`src/hdl/i2cm_pkg.sv`:
```
package i2cm_pkg;

    localparam int unsigned BYTE_W  = 8;
    localparam int unsigned BIT_CNT_W = 4;

    localparam logic [BYTE_W-1:0] ACK_WAIT_RESET = 8'd255;

    localparam logic MODE_COMMAND = 1'b0;
    localparam logic MODE_TICK    = 1'b1;

    localparam logic [1:0] CMD_START = 2'd0;
    localparam logic [1:0] CMD_STOP  = 2'd1;
    localparam logic [1:0] CMD_WRITE = 2'd2;
    localparam logic [1:0] CMD_READ  = 2'd3;

    localparam logic [1:0] ST_OK       = 2'd0;
    localparam logic [1:0] ST_BUS_BUSY = 2'd1;
    localparam logic [1:0] ST_NO_ACK   = 2'd2;
    localparam logic [1:0] ST_REJECTED = 2'd3;

    localparam logic [BIT_CNT_W-1:0] BITS_PER_BYTE = 4'd8;

    typedef enum logic [4:0] {
        PH_IDLE,
        PH_S0, PH_S1, PH_S2,
        PH_P0, PH_P1, PH_P2,
        PH_W0, PH_W1, PH_W2,
        PH_A0, PH_A1, PH_AW,
        PH_R0, PH_R1, PH_R2, PH_R3,
        PH_K0, PH_K1, PH_K2
    } t_phase;

    typedef struct packed {
        logic              mode;
        logic [1:0]        command;
        logic [BYTE_W-1:0] write_data;
        logic              send_ack;
        logic              sda_in;
        logic              scl_in;
    } t_item;

    typedef struct packed {
        logic              scl_out;
        logic              sda_out;
        logic              busy_res;
        logic              done_res;
        logic [1:0]        status;
        logic [BYTE_W-1:0] read_data;
    } t_result;

endpackage

```
`src/hdl/i2cm_in_reg.sv`:
```
module i2cm_in_reg (
    input  logic            i_clk,
    input  logic            i_rst_n,
    input  logic            i_valid,
    output logic            o_stall,
    input  i2cm_pkg::t_item i_item,
    input  logic            i_down_ready,
    output logic            o_step,
    output i2cm_pkg::t_item o_item
);

    logic            r_valid;
    logic            n_valid;
    i2cm_pkg::t_item r_item;
    logic            accept;

    always_comb begin
        o_step  = r_valid && i_down_ready;
        o_stall = r_valid && !i_down_ready;
        accept  = i_valid && !o_stall;
        if (accept) begin
            n_valid = 1'b1;
        end else if (o_step) begin
            n_valid = 1'b0;
        end else begin
            n_valid = r_valid;
        end
    end

    always_ff @(posedge i_clk) begin
        if (!i_rst_n) begin
            r_valid <= 1'b0;
        end else begin
            r_valid <= n_valid;
        end
    end

    always_ff @(posedge i_clk) begin
        if (accept) begin
            r_item <= i_item;
        end
    end

    assign o_item = r_item;

endmodule

```
`src/hdl/i2cm_core.sv`:
```
module i2cm_core (
    input  logic                          i_clk,
    input  logic                          i_rst_n,
    input  logic                          i_step,
    input  i2cm_pkg::t_item               i_item,
    input  logic [i2cm_pkg::BYTE_W-1:0]   i_ack_wait_limit,
    output i2cm_pkg::t_result             o_result
);

    i2cm_pkg::t_phase                   r_phase, n_phase;
    logic [i2cm_pkg::BIT_CNT_W-1:0]     r_bit_count, n_bit_count;
    logic [i2cm_pkg::BYTE_W-1:0]        r_shift, n_shift;
    logic [i2cm_pkg::BYTE_W-1:0]        r_wait, n_wait;
    logic                               r_ack_choice, n_ack_choice;
    logic                               r_clock_drive, n_clock_drive;
    logic                               r_data_drive, n_data_drive;
    logic [i2cm_pkg::BYTE_W-1:0]        r_last_read, n_last_read;
    logic                               done;
    logic [1:0]                         status;

    always_ff @(posedge i_clk) begin
        if (!i_rst_n) begin
            r_phase       <= i2cm_pkg::PH_IDLE;
            r_bit_count   <= '0;
            r_shift       <= '0;
            r_wait        <= '0;
            r_ack_choice  <= 1'b0;
            r_clock_drive <= 1'b1;
            r_data_drive  <= 1'b1;
            r_last_read   <= '0;
        end else if (i_step) begin
            r_phase       <= n_phase;
            r_bit_count   <= n_bit_count;
            r_shift       <= n_shift;
            r_wait        <= n_wait;
            r_ack_choice  <= n_ack_choice;
            r_clock_drive <= n_clock_drive;
            r_data_drive  <= n_data_drive;
            r_last_read   <= n_last_read;
        end
    end

    always_comb begin
        n_phase       = r_phase;
        n_bit_count   = r_bit_count;
        n_shift       = r_shift;
        n_wait        = r_wait;
        n_ack_choice  = r_ack_choice;
        n_clock_drive = r_clock_drive;
        n_data_drive  = r_data_drive;
        n_last_read   = r_last_read;
        done          = 1'b0;
        status        = i2cm_pkg::ST_OK;

        if (i_item.mode == i2cm_pkg::MODE_COMMAND) begin
            if (r_phase != i2cm_pkg::PH_IDLE) begin
                done   = 1'b1;
                status = i2cm_pkg::ST_REJECTED;
            end else begin
                n_bit_count = '0;
                n_wait      = '0;
                unique case (i_item.command)
                    i2cm_pkg::CMD_START: begin
                        // A start needs both lines released high.
                        if (!i_item.sda_in || !i_item.scl_in) begin
                            done   = 1'b1;
                            status = i2cm_pkg::ST_BUS_BUSY;
                        end else begin
                            n_phase = i2cm_pkg::PH_S0;
                        end
                    end
                    i2cm_pkg::CMD_STOP: begin
                        n_phase = i2cm_pkg::PH_P0;
                    end
                    i2cm_pkg::CMD_WRITE: begin
                        n_shift = i_item.write_data;
                        n_phase = i2cm_pkg::PH_W0;
                    end
                    default: begin
                        n_shift      = '0;
                        n_ack_choice = i_item.send_ack;
                        n_phase      = i2cm_pkg::PH_R0;
                    end
                endcase
            end
        end else begin
            unique case (r_phase)
                i2cm_pkg::PH_S0: begin
                    n_data_drive  = 1'b1;
                    n_clock_drive = 1'b1;
                    n_phase       = i2cm_pkg::PH_S1;
                end
                i2cm_pkg::PH_S1: begin
                    n_data_drive = 1'b0;
                    n_phase      = i2cm_pkg::PH_S2;
                end
                i2cm_pkg::PH_S2: begin
                    n_clock_drive = 1'b0;
                    n_phase       = i2cm_pkg::PH_IDLE;
                    done          = 1'b1;
                end
                i2cm_pkg::PH_P0: begin
                    n_clock_drive = 1'b0;
                    n_data_drive  = 1'b0;
                    n_phase       = i2cm_pkg::PH_P1;
                end
                i2cm_pkg::PH_P1: begin
                    n_clock_drive = 1'b1;
                    n_phase       = i2cm_pkg::PH_P2;
                end
                i2cm_pkg::PH_P2: begin
                    n_data_drive = 1'b1;
                    n_phase      = i2cm_pkg::PH_IDLE;
                    done         = 1'b1;
                end
                i2cm_pkg::PH_W0: begin
                    n_clock_drive = 1'b0;
                    n_phase       = i2cm_pkg::PH_W1;
                end
                i2cm_pkg::PH_W1: begin
                    n_data_drive = r_shift[i2cm_pkg::BYTE_W-1];
                    n_shift      = {r_shift[i2cm_pkg::BYTE_W-2:0], 1'b0};
                    n_phase      = i2cm_pkg::PH_W2;
                end
                i2cm_pkg::PH_W2: begin
                    n_clock_drive = 1'b1;
                    n_bit_count   = r_bit_count + 1'b1;
                    n_phase       = (n_bit_count >= i2cm_pkg::BITS_PER_BYTE)
                                    ? i2cm_pkg::PH_A0 : i2cm_pkg::PH_W0;
                end
                i2cm_pkg::PH_A0: begin
                    n_clock_drive = 1'b0;
                    n_data_drive  = 1'b1;
                    n_phase       = i2cm_pkg::PH_A1;
                end
                i2cm_pkg::PH_A1: begin
                    n_clock_drive = 1'b1;
                    n_wait        = '0;
                    n_phase       = i2cm_pkg::PH_AW;
                end
                i2cm_pkg::PH_AW: begin
                    // SCL stays high until SDA is low or the wait runs out.
                    if (i_item.sda_in && (r_wait < i_ack_wait_limit)) begin
                        n_wait = r_wait + 1'b1;
                    end else begin
                        n_clock_drive = 1'b0;
                        n_phase       = i2cm_pkg::PH_IDLE;
                        done          = 1'b1;
                        status        = i_item.sda_in ? i2cm_pkg::ST_NO_ACK
                                                      : i2cm_pkg::ST_OK;
                    end
                end
                i2cm_pkg::PH_R0: begin
                    n_data_drive = 1'b1;
                    n_bit_count  = '0;
                    n_phase      = i2cm_pkg::PH_R1;
                end
                i2cm_pkg::PH_R1: begin
                    n_clock_drive = 1'b0;
                    n_phase       = i2cm_pkg::PH_R2;
                end
                i2cm_pkg::PH_R2: begin
                    n_clock_drive = 1'b1;
                    n_phase       = i2cm_pkg::PH_R3;
                end
                i2cm_pkg::PH_R3: begin
                    n_shift     = {r_shift[i2cm_pkg::BYTE_W-2:0], i_item.sda_in};
                    n_bit_count = r_bit_count + 1'b1;
                    n_phase     = (n_bit_count >= i2cm_pkg::BITS_PER_BYTE)
                                  ? i2cm_pkg::PH_K0 : i2cm_pkg::PH_R1;
                end
                i2cm_pkg::PH_K0: begin
                    n_clock_drive = 1'b0;
                    n_data_drive  = !r_ack_choice;
                    n_phase       = i2cm_pkg::PH_K1;
                end
                i2cm_pkg::PH_K1: begin
                    n_clock_drive = 1'b1;
                    n_phase       = i2cm_pkg::PH_K2;
                end
                i2cm_pkg::PH_K2: begin
                    n_clock_drive = 1'b0;
                    n_data_drive  = 1'b1;
                    n_last_read   = r_shift;
                    n_phase       = i2cm_pkg::PH_IDLE;
                    done          = 1'b1;
                end
                default: begin
                    n_phase = i2cm_pkg::PH_IDLE;
                end
            endcase
        end

        o_result.scl_out   = n_clock_drive;
        o_result.sda_out   = n_data_drive;
        o_result.busy_res  = (n_phase != i2cm_pkg::PH_IDLE);
        o_result.done_res  = done;
        o_result.status    = status;
        o_result.read_data = n_last_read;
    end

endmodule

```
`src/hdl/i2cm_out_reg.sv`:
```
module i2cm_out_reg (
    input  logic              i_clk,
    input  logic              i_rst_n,
    input  logic              i_load,
    input  i2cm_pkg::t_result i_result,
    output logic              o_ready,
    output logic              o_valid,
    input  logic              i_stall,
    output i2cm_pkg::t_result o_result
);

    logic              r_valid;
    i2cm_pkg::t_result r_result;

    assign o_ready  = !r_valid || !i_stall;
    assign o_valid  = r_valid;
    assign o_result = r_result;

    always_ff @(posedge i_clk) begin
        if (!i_rst_n) begin
            r_valid <= 1'b0;
        end else if (i_load) begin
            r_valid <= 1'b1;
        end else if (!i_stall) begin
            r_valid <= 1'b0;
        end
    end

    always_ff @(posedge i_clk) begin
        if (i_load) begin
            r_result <= i_result;
        end
    end

endmodule

```
`src/hdl/i2c_master_bit_engine.sv`:
```
// Open-drain I2C master byte engine. Each input transaction is either a command
// (start, stop, write byte with acknowledge wait, read byte ending in ACK/NACK)
// or one delay tick that advances the SCL/SDA pin sequence; every input
// transaction yields exactly one result transaction with the line drives,
// busy/done flags, status and the last received byte. An input register feeds
// the sequencer logic, whose result lands in an output register, and the
// sustained rate is one transaction per clock while the result side is not
// stalled. The acknowledge wait limit may be written only while no transaction
// is in flight.
module i2c_master_bit_engine (
    input  logic                        i_clk,
    input  logic                        i_rst_n,

    input  logic                        i_cfg_valid,
    output logic                        o_cfg_ready,
    input  logic [i2cm_pkg::BYTE_W-1:0] i_cfg_data,

    input  logic                        i_in_valid,
    output logic                        o_in_stall,
    input  logic                        i_mode,
    input  logic [1:0]                  i_command,
    input  logic [i2cm_pkg::BYTE_W-1:0] i_write_data,
    input  logic                        i_send_ack,
    input  logic                        i_sda_in,
    input  logic                        i_scl_in,

    output logic                        o_out_valid,
    input  logic                        i_out_stall,
    output logic                        o_scl_out,
    output logic                        o_sda_out,
    output logic                        o_busy_res,
    output logic                        o_done_res,
    output logic [1:0]                  o_status,
    output logic [i2cm_pkg::BYTE_W-1:0] o_read_data
);

    logic [i2cm_pkg::BYTE_W-1:0] r_ack_wait_limit;
    i2cm_pkg::t_item             in_item;
    i2cm_pkg::t_item             core_item;
    i2cm_pkg::t_result           core_result;
    i2cm_pkg::t_result           out_result;
    logic                        step;
    logic                        out_ready;

    assign o_cfg_ready = 1'b1;

    always_ff @(posedge i_clk) begin
        if (!i_rst_n) begin
            r_ack_wait_limit <= i2cm_pkg::ACK_WAIT_RESET;
        end else if (i_cfg_valid) begin
            r_ack_wait_limit <= i_cfg_data;
        end
    end

    always_comb begin
        in_item.mode       = i_mode;
        in_item.command    = i_command;
        in_item.write_data = i_write_data;
        in_item.send_ack   = i_send_ack;
        in_item.sda_in     = i_sda_in;
        in_item.scl_in     = i_scl_in;
    end

    i2cm_in_reg u_in_reg (
        .i_clk        (i_clk),
        .i_rst_n      (i_rst_n),
        .i_valid      (i_in_valid),
        .o_stall      (o_in_stall),
        .i_item       (in_item),
        .i_down_ready (out_ready),
        .o_step       (step),
        .o_item       (core_item)
    );

    i2cm_core u_core (
        .i_clk            (i_clk),
        .i_rst_n          (i_rst_n),
        .i_step           (step),
        .i_item           (core_item),
        .i_ack_wait_limit (r_ack_wait_limit),
        .o_result         (core_result)
    );

    i2cm_out_reg u_out_reg (
        .i_clk    (i_clk),
        .i_rst_n  (i_rst_n),
        .i_load   (step),
        .i_result (core_result),
        .o_ready  (out_ready),
        .o_valid  (o_out_valid),
        .i_stall  (i_out_stall),
        .o_result (out_result)
    );

    assign o_scl_out   = out_result.scl_out;
    assign o_sda_out   = out_result.sda_out;
    assign o_busy_res  = out_result.busy_res;
    assign o_done_res  = out_result.done_res;
    assign o_status    = out_result.status;
    assign o_read_data = out_result.read_data;

endmodule
```
`config.mk`:
```
export PLATFORM = sky130hd
export DESIGN_NAME = i2c_master_bit_engine
export DESIGN_NICKNAME = d
export VERILOG_FILES = /design/src/hdl/i2cm_pkg.sv /design/src/hdl/i2cm_in_reg.sv /design/src/hdl/i2cm_core.sv /design/src/hdl/i2cm_out_reg.sv /design/src/hdl/i2c_master_bit_engine.sv
export SDC_FILE = /design/constraint.sdc
export NUM_CORES = 1
export LEC_CHECK = 0
export ABC_AREA = 1
export BUFFER_PORTS_ARGS = -buffer_cell sky130_fd_sc_hd__buf_2
export CORE_MARGIN = 3
export CORE_UTILIZATION = 40
export CTS_CLUSTER_DIAMETER = 100
export CTS_CLUSTER_SIZE = 16
export DETAILED_ROUTE_END_ITERATION = 16
export GPL_TIMING_DRIVEN = 0
export HOLD_SLACK_MARGIN = 0.03
export PLACE_DENSITY_LB_ADDON = 0.08
export SYNTH_ARGS = -nofsm -noshare
export SYNTH_HDL_FRONTEND = slang
export SYNTH_HIERARCHICAL = 1
export SYNTH_SLANG_ARGS = --single-unit
```
`constraint.sdc`:
```
create_clock -name i_clk -period 2 [get_ports i_clk]
set_input_delay 0.3 -clock i_clk [delete_from_list [all_inputs] [get_ports i_clk]]
set_output_delay 0.3 -clock i_clk [all_outputs]
set_load 0.01 [all_outputs]
```
; ---- After elaboration in Yosys (flattened, before gate mapping)
; Index checks and enable logic that the tools add are counted.
[word_totals]
out_inout_bits = 17
inputBits = 27
reg_bits = 74
wordCells = 130
[op_classes]
n_mux = 43
eq_ne = 28
magnitude_cmp = 2
n_reduce_logical = 29
add_sub_neg = 2
bitwise = 3
[ops]
columns = operator, n
row1 = case mux 5 bit (16 select lines), 1
row2 = two-way mux 8 bit, 7
row3 = case mux 8 bit (2 select lines), 3
row4 = equality test 5 x 4 -> 1 bit (second input constant), 8
row5 = two-way mux 5 bit, 5
row6 = equality test 5 x 3 -> 1 bit (second input constant), 4
row7 = equality test 5 bit (second input constant), 4
row8 = case mux 5 bit (3 select lines), 1
row9 = two-way mux 1 bit, 13
row10 = two-way mux 2 bit, 6
row11 = two-way mux 4 bit, 3
row12 = AND reduction 4 bit, 3
row13 = equality test 5 x 2 -> 1 bit (second input constant), 2
row14 = nonzero test 5 bit, 2
row15 = adder 8 x 1 -> 8 bit (second input constant), 1
row16 = less-than comparator 8 bit, 1
row17 = case mux 4 bit (2 select lines), 1
row18 = logical NOT 1 bit, 7
row19 = OR reduction 7 bit, 1
row20 = != test 3 x 1 -> 1 bit (second input constant), 2
row21 = != test 3 x 2 -> 1 bit (second input constant), 2
row22 = OR reduction 2 bit, 3
row23 = OR reduction 3 bit, 2
row24 = OR reduction 6 bit, 1
row25 = other kinds (17), 24

; ---- Longest topological paths before layout
[depth]
depth_word = 7
ltp_mapped = 14

; ---- Cells and area by module
; The synthesis kept the hierarchy.
[modules_own_cells]
columns = module, n_inst, area_each_um2, seq_area_each_um2, cells_each
row1 = i2cm_core, 1, 2746.4, 720.7, 451
row2 = i2cm_in_reg, 1, 480.5, 440.4, 24
row3 = i2cm_out_reg, 1, 462.9, 440.4, 19
row4 = i2c_master_bit_engine, 1, 291.5, 160.2, 37

; ---- Worst setup path after synthesis
; Ideal clock, no wire load.
[synth_path]
path_type = flip-flop to flip-flop
from = register u_out_reg.r_valid (netlist: u_out_reg/o_valid)
to = register u_core/r_shift[5] (netlist name)
synth_period_minus_slack_ns = 1.784
arrival_ns = 1.665
setup_slack_ns = 0.216
stages_incl_launch_ff = 11
t_required_ns = 1.881
path_cell_list = dfxtp_1 nand2_2 nand2_1 inv_1 buf_2 nand2_2 inv_1 nand3_2 buf_2 o21ai_0 a21oi_1
[synth_between]
elab_chain_len = 4
[synth_lines]
columns = item, line_no
row1 = "start, declared", i2cm_out_reg.sv:12  ; logic r_valid;
row2 = "start signal, assigned", i2cm_out_reg.sv:21  ; r_valid <= 1'b0;
row3 = "start signal, assigned", i2cm_out_reg.sv:23  ; r_valid <= 1'b1;
row4 = "start signal, assigned", i2cm_out_reg.sv:25  ; r_valid <= 1'b0;
row5 = logical NOT 1 bit, i2cm_out_reg.sv:15  ; assign o_ready = !r_valid || !i_stall;
row6 = logical OR 1 bit, i2cm_out_reg.sv:15
row7 = net out_ready, i2c_master_bit_engine.sv:43  ; logic out_ready;
row8 = logical AND 1 bit, i2cm_in_reg.sv:18  ; o_step = r_valid && i_down_ready;
row9 = net step, i2c_master_bit_engine.sv:42  ; logic step;
row10 = AND reduction 4 bit (no source line), -
row11 = "end signal, assigned", i2cm_core.sv:34  ; r_shift <= n_shift;
row12 = "end, declared", i2cm_core.sv:12  ; logic [i2cm_pkg::BYTE_W-1:0] r_shift, n_shift;
; The timed path passes the listed nets, and every way through them passes these cells.
; A chain may end at the register's enable or synchronous reset.

; ---- Worst setup path in the final report
[layout_path]
from = register u_core.r_phase[2]
to = register u_out_reg.r_result (netlist bit u_out_reg/o_result[13]) (data pin)
[layout_between]
elab_chain_len = 4
[layout_lines]
columns = item, line_no
row1 = "start, declared", i2cm_core.sv:10  ; i2cm_pkg::t_phase r_phase, n_phase;
row2 = "start signal, assigned", i2cm_core.sv:23  ; r_phase <= i2cm_pkg::PH_IDLE;
row3 = "start signal, assigned", i2cm_core.sv:32  ; r_phase <= n_phase;
row4 = "equality test 5 x 2 -> 1 bit, or another cell as far along", i2cm_core.sv:87  ; unique case (r_phase)
row5 = OR reduction 7 bit (no source line) or OR reduction 6 bit (tied branches), -
row6 = case mux 1 bit (3 select lines) (*), i2cm_core.sv:87
row7 = two-way mux 1 bit (*), i2cm_core.sv:55  ; if (i_item.mode == i2cm_pkg::MODE_COMMAND) begin
row8 = net u_core.n_clock_drive, i2cm_core.sv:15  ; logic r_clock_drive, n_clock_drive;
row9 = "end signal, assigned", i2cm_out_reg.sv:31  ; r_result <= i_result;
row10 = "end, declared", i2cm_out_reg.sv:13  ; i2cm_pkg::t_result r_result;
; Mark *: on every way through the listed nets, which the timed path passes. The rest lies on a longest branch.

==> impl_metrics.json <==
{
  "status": "complete, no violations",
  "relSlewSlack_pct": 56.5,
  "end_kind": "flop",
  "startpoint_type": "flop",
  "rows": 35,
  "place_ws_ps": -440,
  "crit_fanout": 8,
  "grt_usage_pct": 17.3,
  "p_sw_w": 0.000969,
  "wl_per_cell_um": 13.2,
  "cts-root-buf": "clkbuf_8",
  "vias_per_cell": 4.98,
  "syn_to_final_growth_pct": 14.7,
  "clockBufferDepth": 2,
  "cts.htree.levels": 3,
  "drc": 0,
  "gp_congestion": 0.905,
  "ys_warn_count": 6,
  "async_flop_share_pct": 0,
  "detail-route-antenna-nets": 0,
  "drt_pass1_iterations": 5,
  "drv_slew": 0,
  "yosys.area_share.simple_pct": 27.8,
  "placed_area_um2": 4350,
  "yosysMostFrequentCell": "nand2_1",
  "clkPwrFrac_pct": 32.9,
  "arrival_ps": 2050,
  "core-area_um2": 9460,
  "place_inst": 701,
  "synthMuxAreaShare_pct": 0,
  "seqPwrFrac_pct": 51.0,
  "yosysSeqAreaShare_pct": 44.2,
  "synth_top_family_by_area": "simple AND/OR/NAND/NOR gates",
  "synth_fp_nets": 571,
  "internal_power_w": 0.00238,
  "antenna_found_initial": 0,
  "critPathKind": "flop to flop",
  "tightest_slew_ps": 652,
  "antenna_cells": 0,
  "synth_adder_area_share_pct": 4.09,
  "fmax_ghz": 0.516,
  "setup_viol": 0,
  "nNetsFinal": 624,
  "die_area_um2": 11200,
  "numCtsBuffers": 9,
  "ys_ff_latch": 74,
  "hp-class": "input pin to flop",
  "syn_inst": 531,
  "min_period_ps": 1940,
  "power_frac_comb_pct": 16.1,
  "gr-total-overflow": 0,
  "synth_top_area_cell": "dfxtp_1",
  "swShare_pct": 29.0,
  "clkTransAtPathRegs_ps": 80,
  "synthDistinctLibCells": 41,
  "final_area_um2": 4570,
  "initial_utilization_pct": 42.1,
  "hold_viol_final": 0,
  "hpwl_mm": 7.02,
  "postRouteWirelength_mm": 9.48,
  "fin_crit_sh_pct": 96.9,
  "synth_area_leaders": "dfxtp_1 23%, edfxtp_1 21%, nand2_1 11%",
  "fin_ws_ps": 61.5,
  "fin_skew_ps": 11.4,
  "via_count": 3577,
  "grt_max_degree": 16,
  "avgSynthCellArea_um2": 7.50,
  "cts_tree": "done",
  "synthFlopType": "dfxtp_1",
  "drive_gt1_share_pct": 17.5,
  "fin_cells": 718,
  "clock_latency_ps": 350,
  "cts_sinks": 74,
  "first_global_vias": 3190,
  "dieWidth_um": 106,
  "syn-cell-area_um2": 3980,
  "io_pins": 44,
  "grt_pass1_wl_mm": 15.5,
  "synth_common_cells": "113 x nand2_1, 70 x inv_1, 53 x nor2_1",
  "power_per_cell_area_nw_per_um2": 732,
  "synth_compound_area_share_pct": 13.0,
  "required_ps": 2110,
  "fin_util_pct": 48.3,
  "cap_violations": 0,
  "synth_edf_count": 28,
  "synth_top_area_share_pct": 23.1,
  "p_leak_nw": 2.13,
  "irDropWorstVdd_v": 0.000329,
  "drt-initial-drc-count": 190,
  "portBuffers": 41,
  "die_h_um": 106,
  "synthXorXnorAreaFrac_pct": 0.440,
  "rsz0062_at_grt": "yes"
}
-- final timing paths --
path / startpoint / end / slack, ps / depth (start not counted)
worst max register to register: u_core/r_phase[2] / u_out_reg/o_result[13] / 60 / 9
worst min register to register: r_ack_wait_limit[2] / r_ack_wait_limit[2] / 460 / 2
worst min-delay path: i_write_data[6] / u_in_reg/o_item[9] / 120 / 1
worst max-delay path: u_core/r_phase[2] / u_out_reg/o_result[13] / 60 / 9
-- cell usage in the layout (no fill, tap or decap), types with 7 or more instances in the layout --
master and n:
a21oi_1 38, buf_2 46, clkbuf_8 9, dfxtp_1 44, edfxtp_1 28, ha_1 13
inv_1 69, nand2_1 112, nand2_2 7, nand3_1 50, nor2_1 51, o21ai_0 41
-- metal layers --
metal / share of wire (%) / GRT usage [%] / vias to the layer above
li1: - / - / 1842
met1: 51 / 25.2 / 1609
met2: 42 / 25.9 / 114
met3: 5.7 / 3.55 / 12
met4: 1.6 / 5.18 / 0
met5: 0 / 0 / -
-- cell families (layout without fill, tap and decap cells) --
kind of cell,count (synthesis),in the layout
AND/OR/NAND/NOR,248,248
buffers and inverters,98,156
AO/OA/AOI/OAI,95,95
flip-flops,74,74
adder cells (fa/ha/maj),13,13
XOR/XNOR,2,2
other,1,1
-- critical path, cell delays in order, from the launching register on --
cell and delay [ps]:
dfxtp_2 350, nor2_1 450, nand3_1 220, nand2_1 140, nor2_1 50, a21oi_1 120
nand2_1 100, nand2_1 70, nand2_1 70, buf_4 130
-- flip-flops by register name, indices dropped and copies added, names as in the netlist, 4 cells and up --
name / cells
u_in_reg/o_item: 14
u_out_reg/o_result: 14
r_ack_wait_limit: 8
u_core/r_last_read: 8
u_core/r_shift: 8
u_core/r_wait: 8
u_core/r_phase: 5
u_core/r_bit_count: 4
-- per-stage QoR --
step / setup TNS, ps / hold WS, ps / power [W]
after floorplan: 0 / 399 / 0.00211
after global placement: -10110 / 443 / 0.00227
after detailed placement: -11010 / 448 / 0.00227
after CTS: 0 / 103 / 0.00338
after global routing: -55.8 / 102 / 0.00353
final: 0 / 123 / 0.00335
-- power by group through the flow --
stage / Sequential [W] / Combinational [W] / Clock, W
global route: 0.00172 / 0.000609 / 0.00120
floorplan: 0.00174 / 0.000369 / 0
CTS: 0.00170 / 0.000533 / 0.00114
finish: 0.00171 / 0.000538 / 0.00110
detailed placement: 0.00174 / 0.000527 / 0
global placement: 0.00174 / 0.000528 / 0
-- area by class of cell --
type / instances / area, um^2
multi-input combinational: 359 / 1820
timing repair buffer: 42 / 213
sequential: 74 / 1760
clock inverter: 5 / 35.0
inverter: 77 / 299
buffer: 21 / 125
tap: 129 / 161
clock buffer: 11 / 153
fill: 994 / 4890
-- timing repair --
item                                    4_1_cts  5_1_grt
endpoints found under the setup margin       36        9
gates cloned                                  0        0
gates resized for setup                       3        7
setup buffers                                 1        0
hold buffers                                  0        0
pin swaps                                     0        0
No activity file was read; power rests on OpenSTA's default activity.
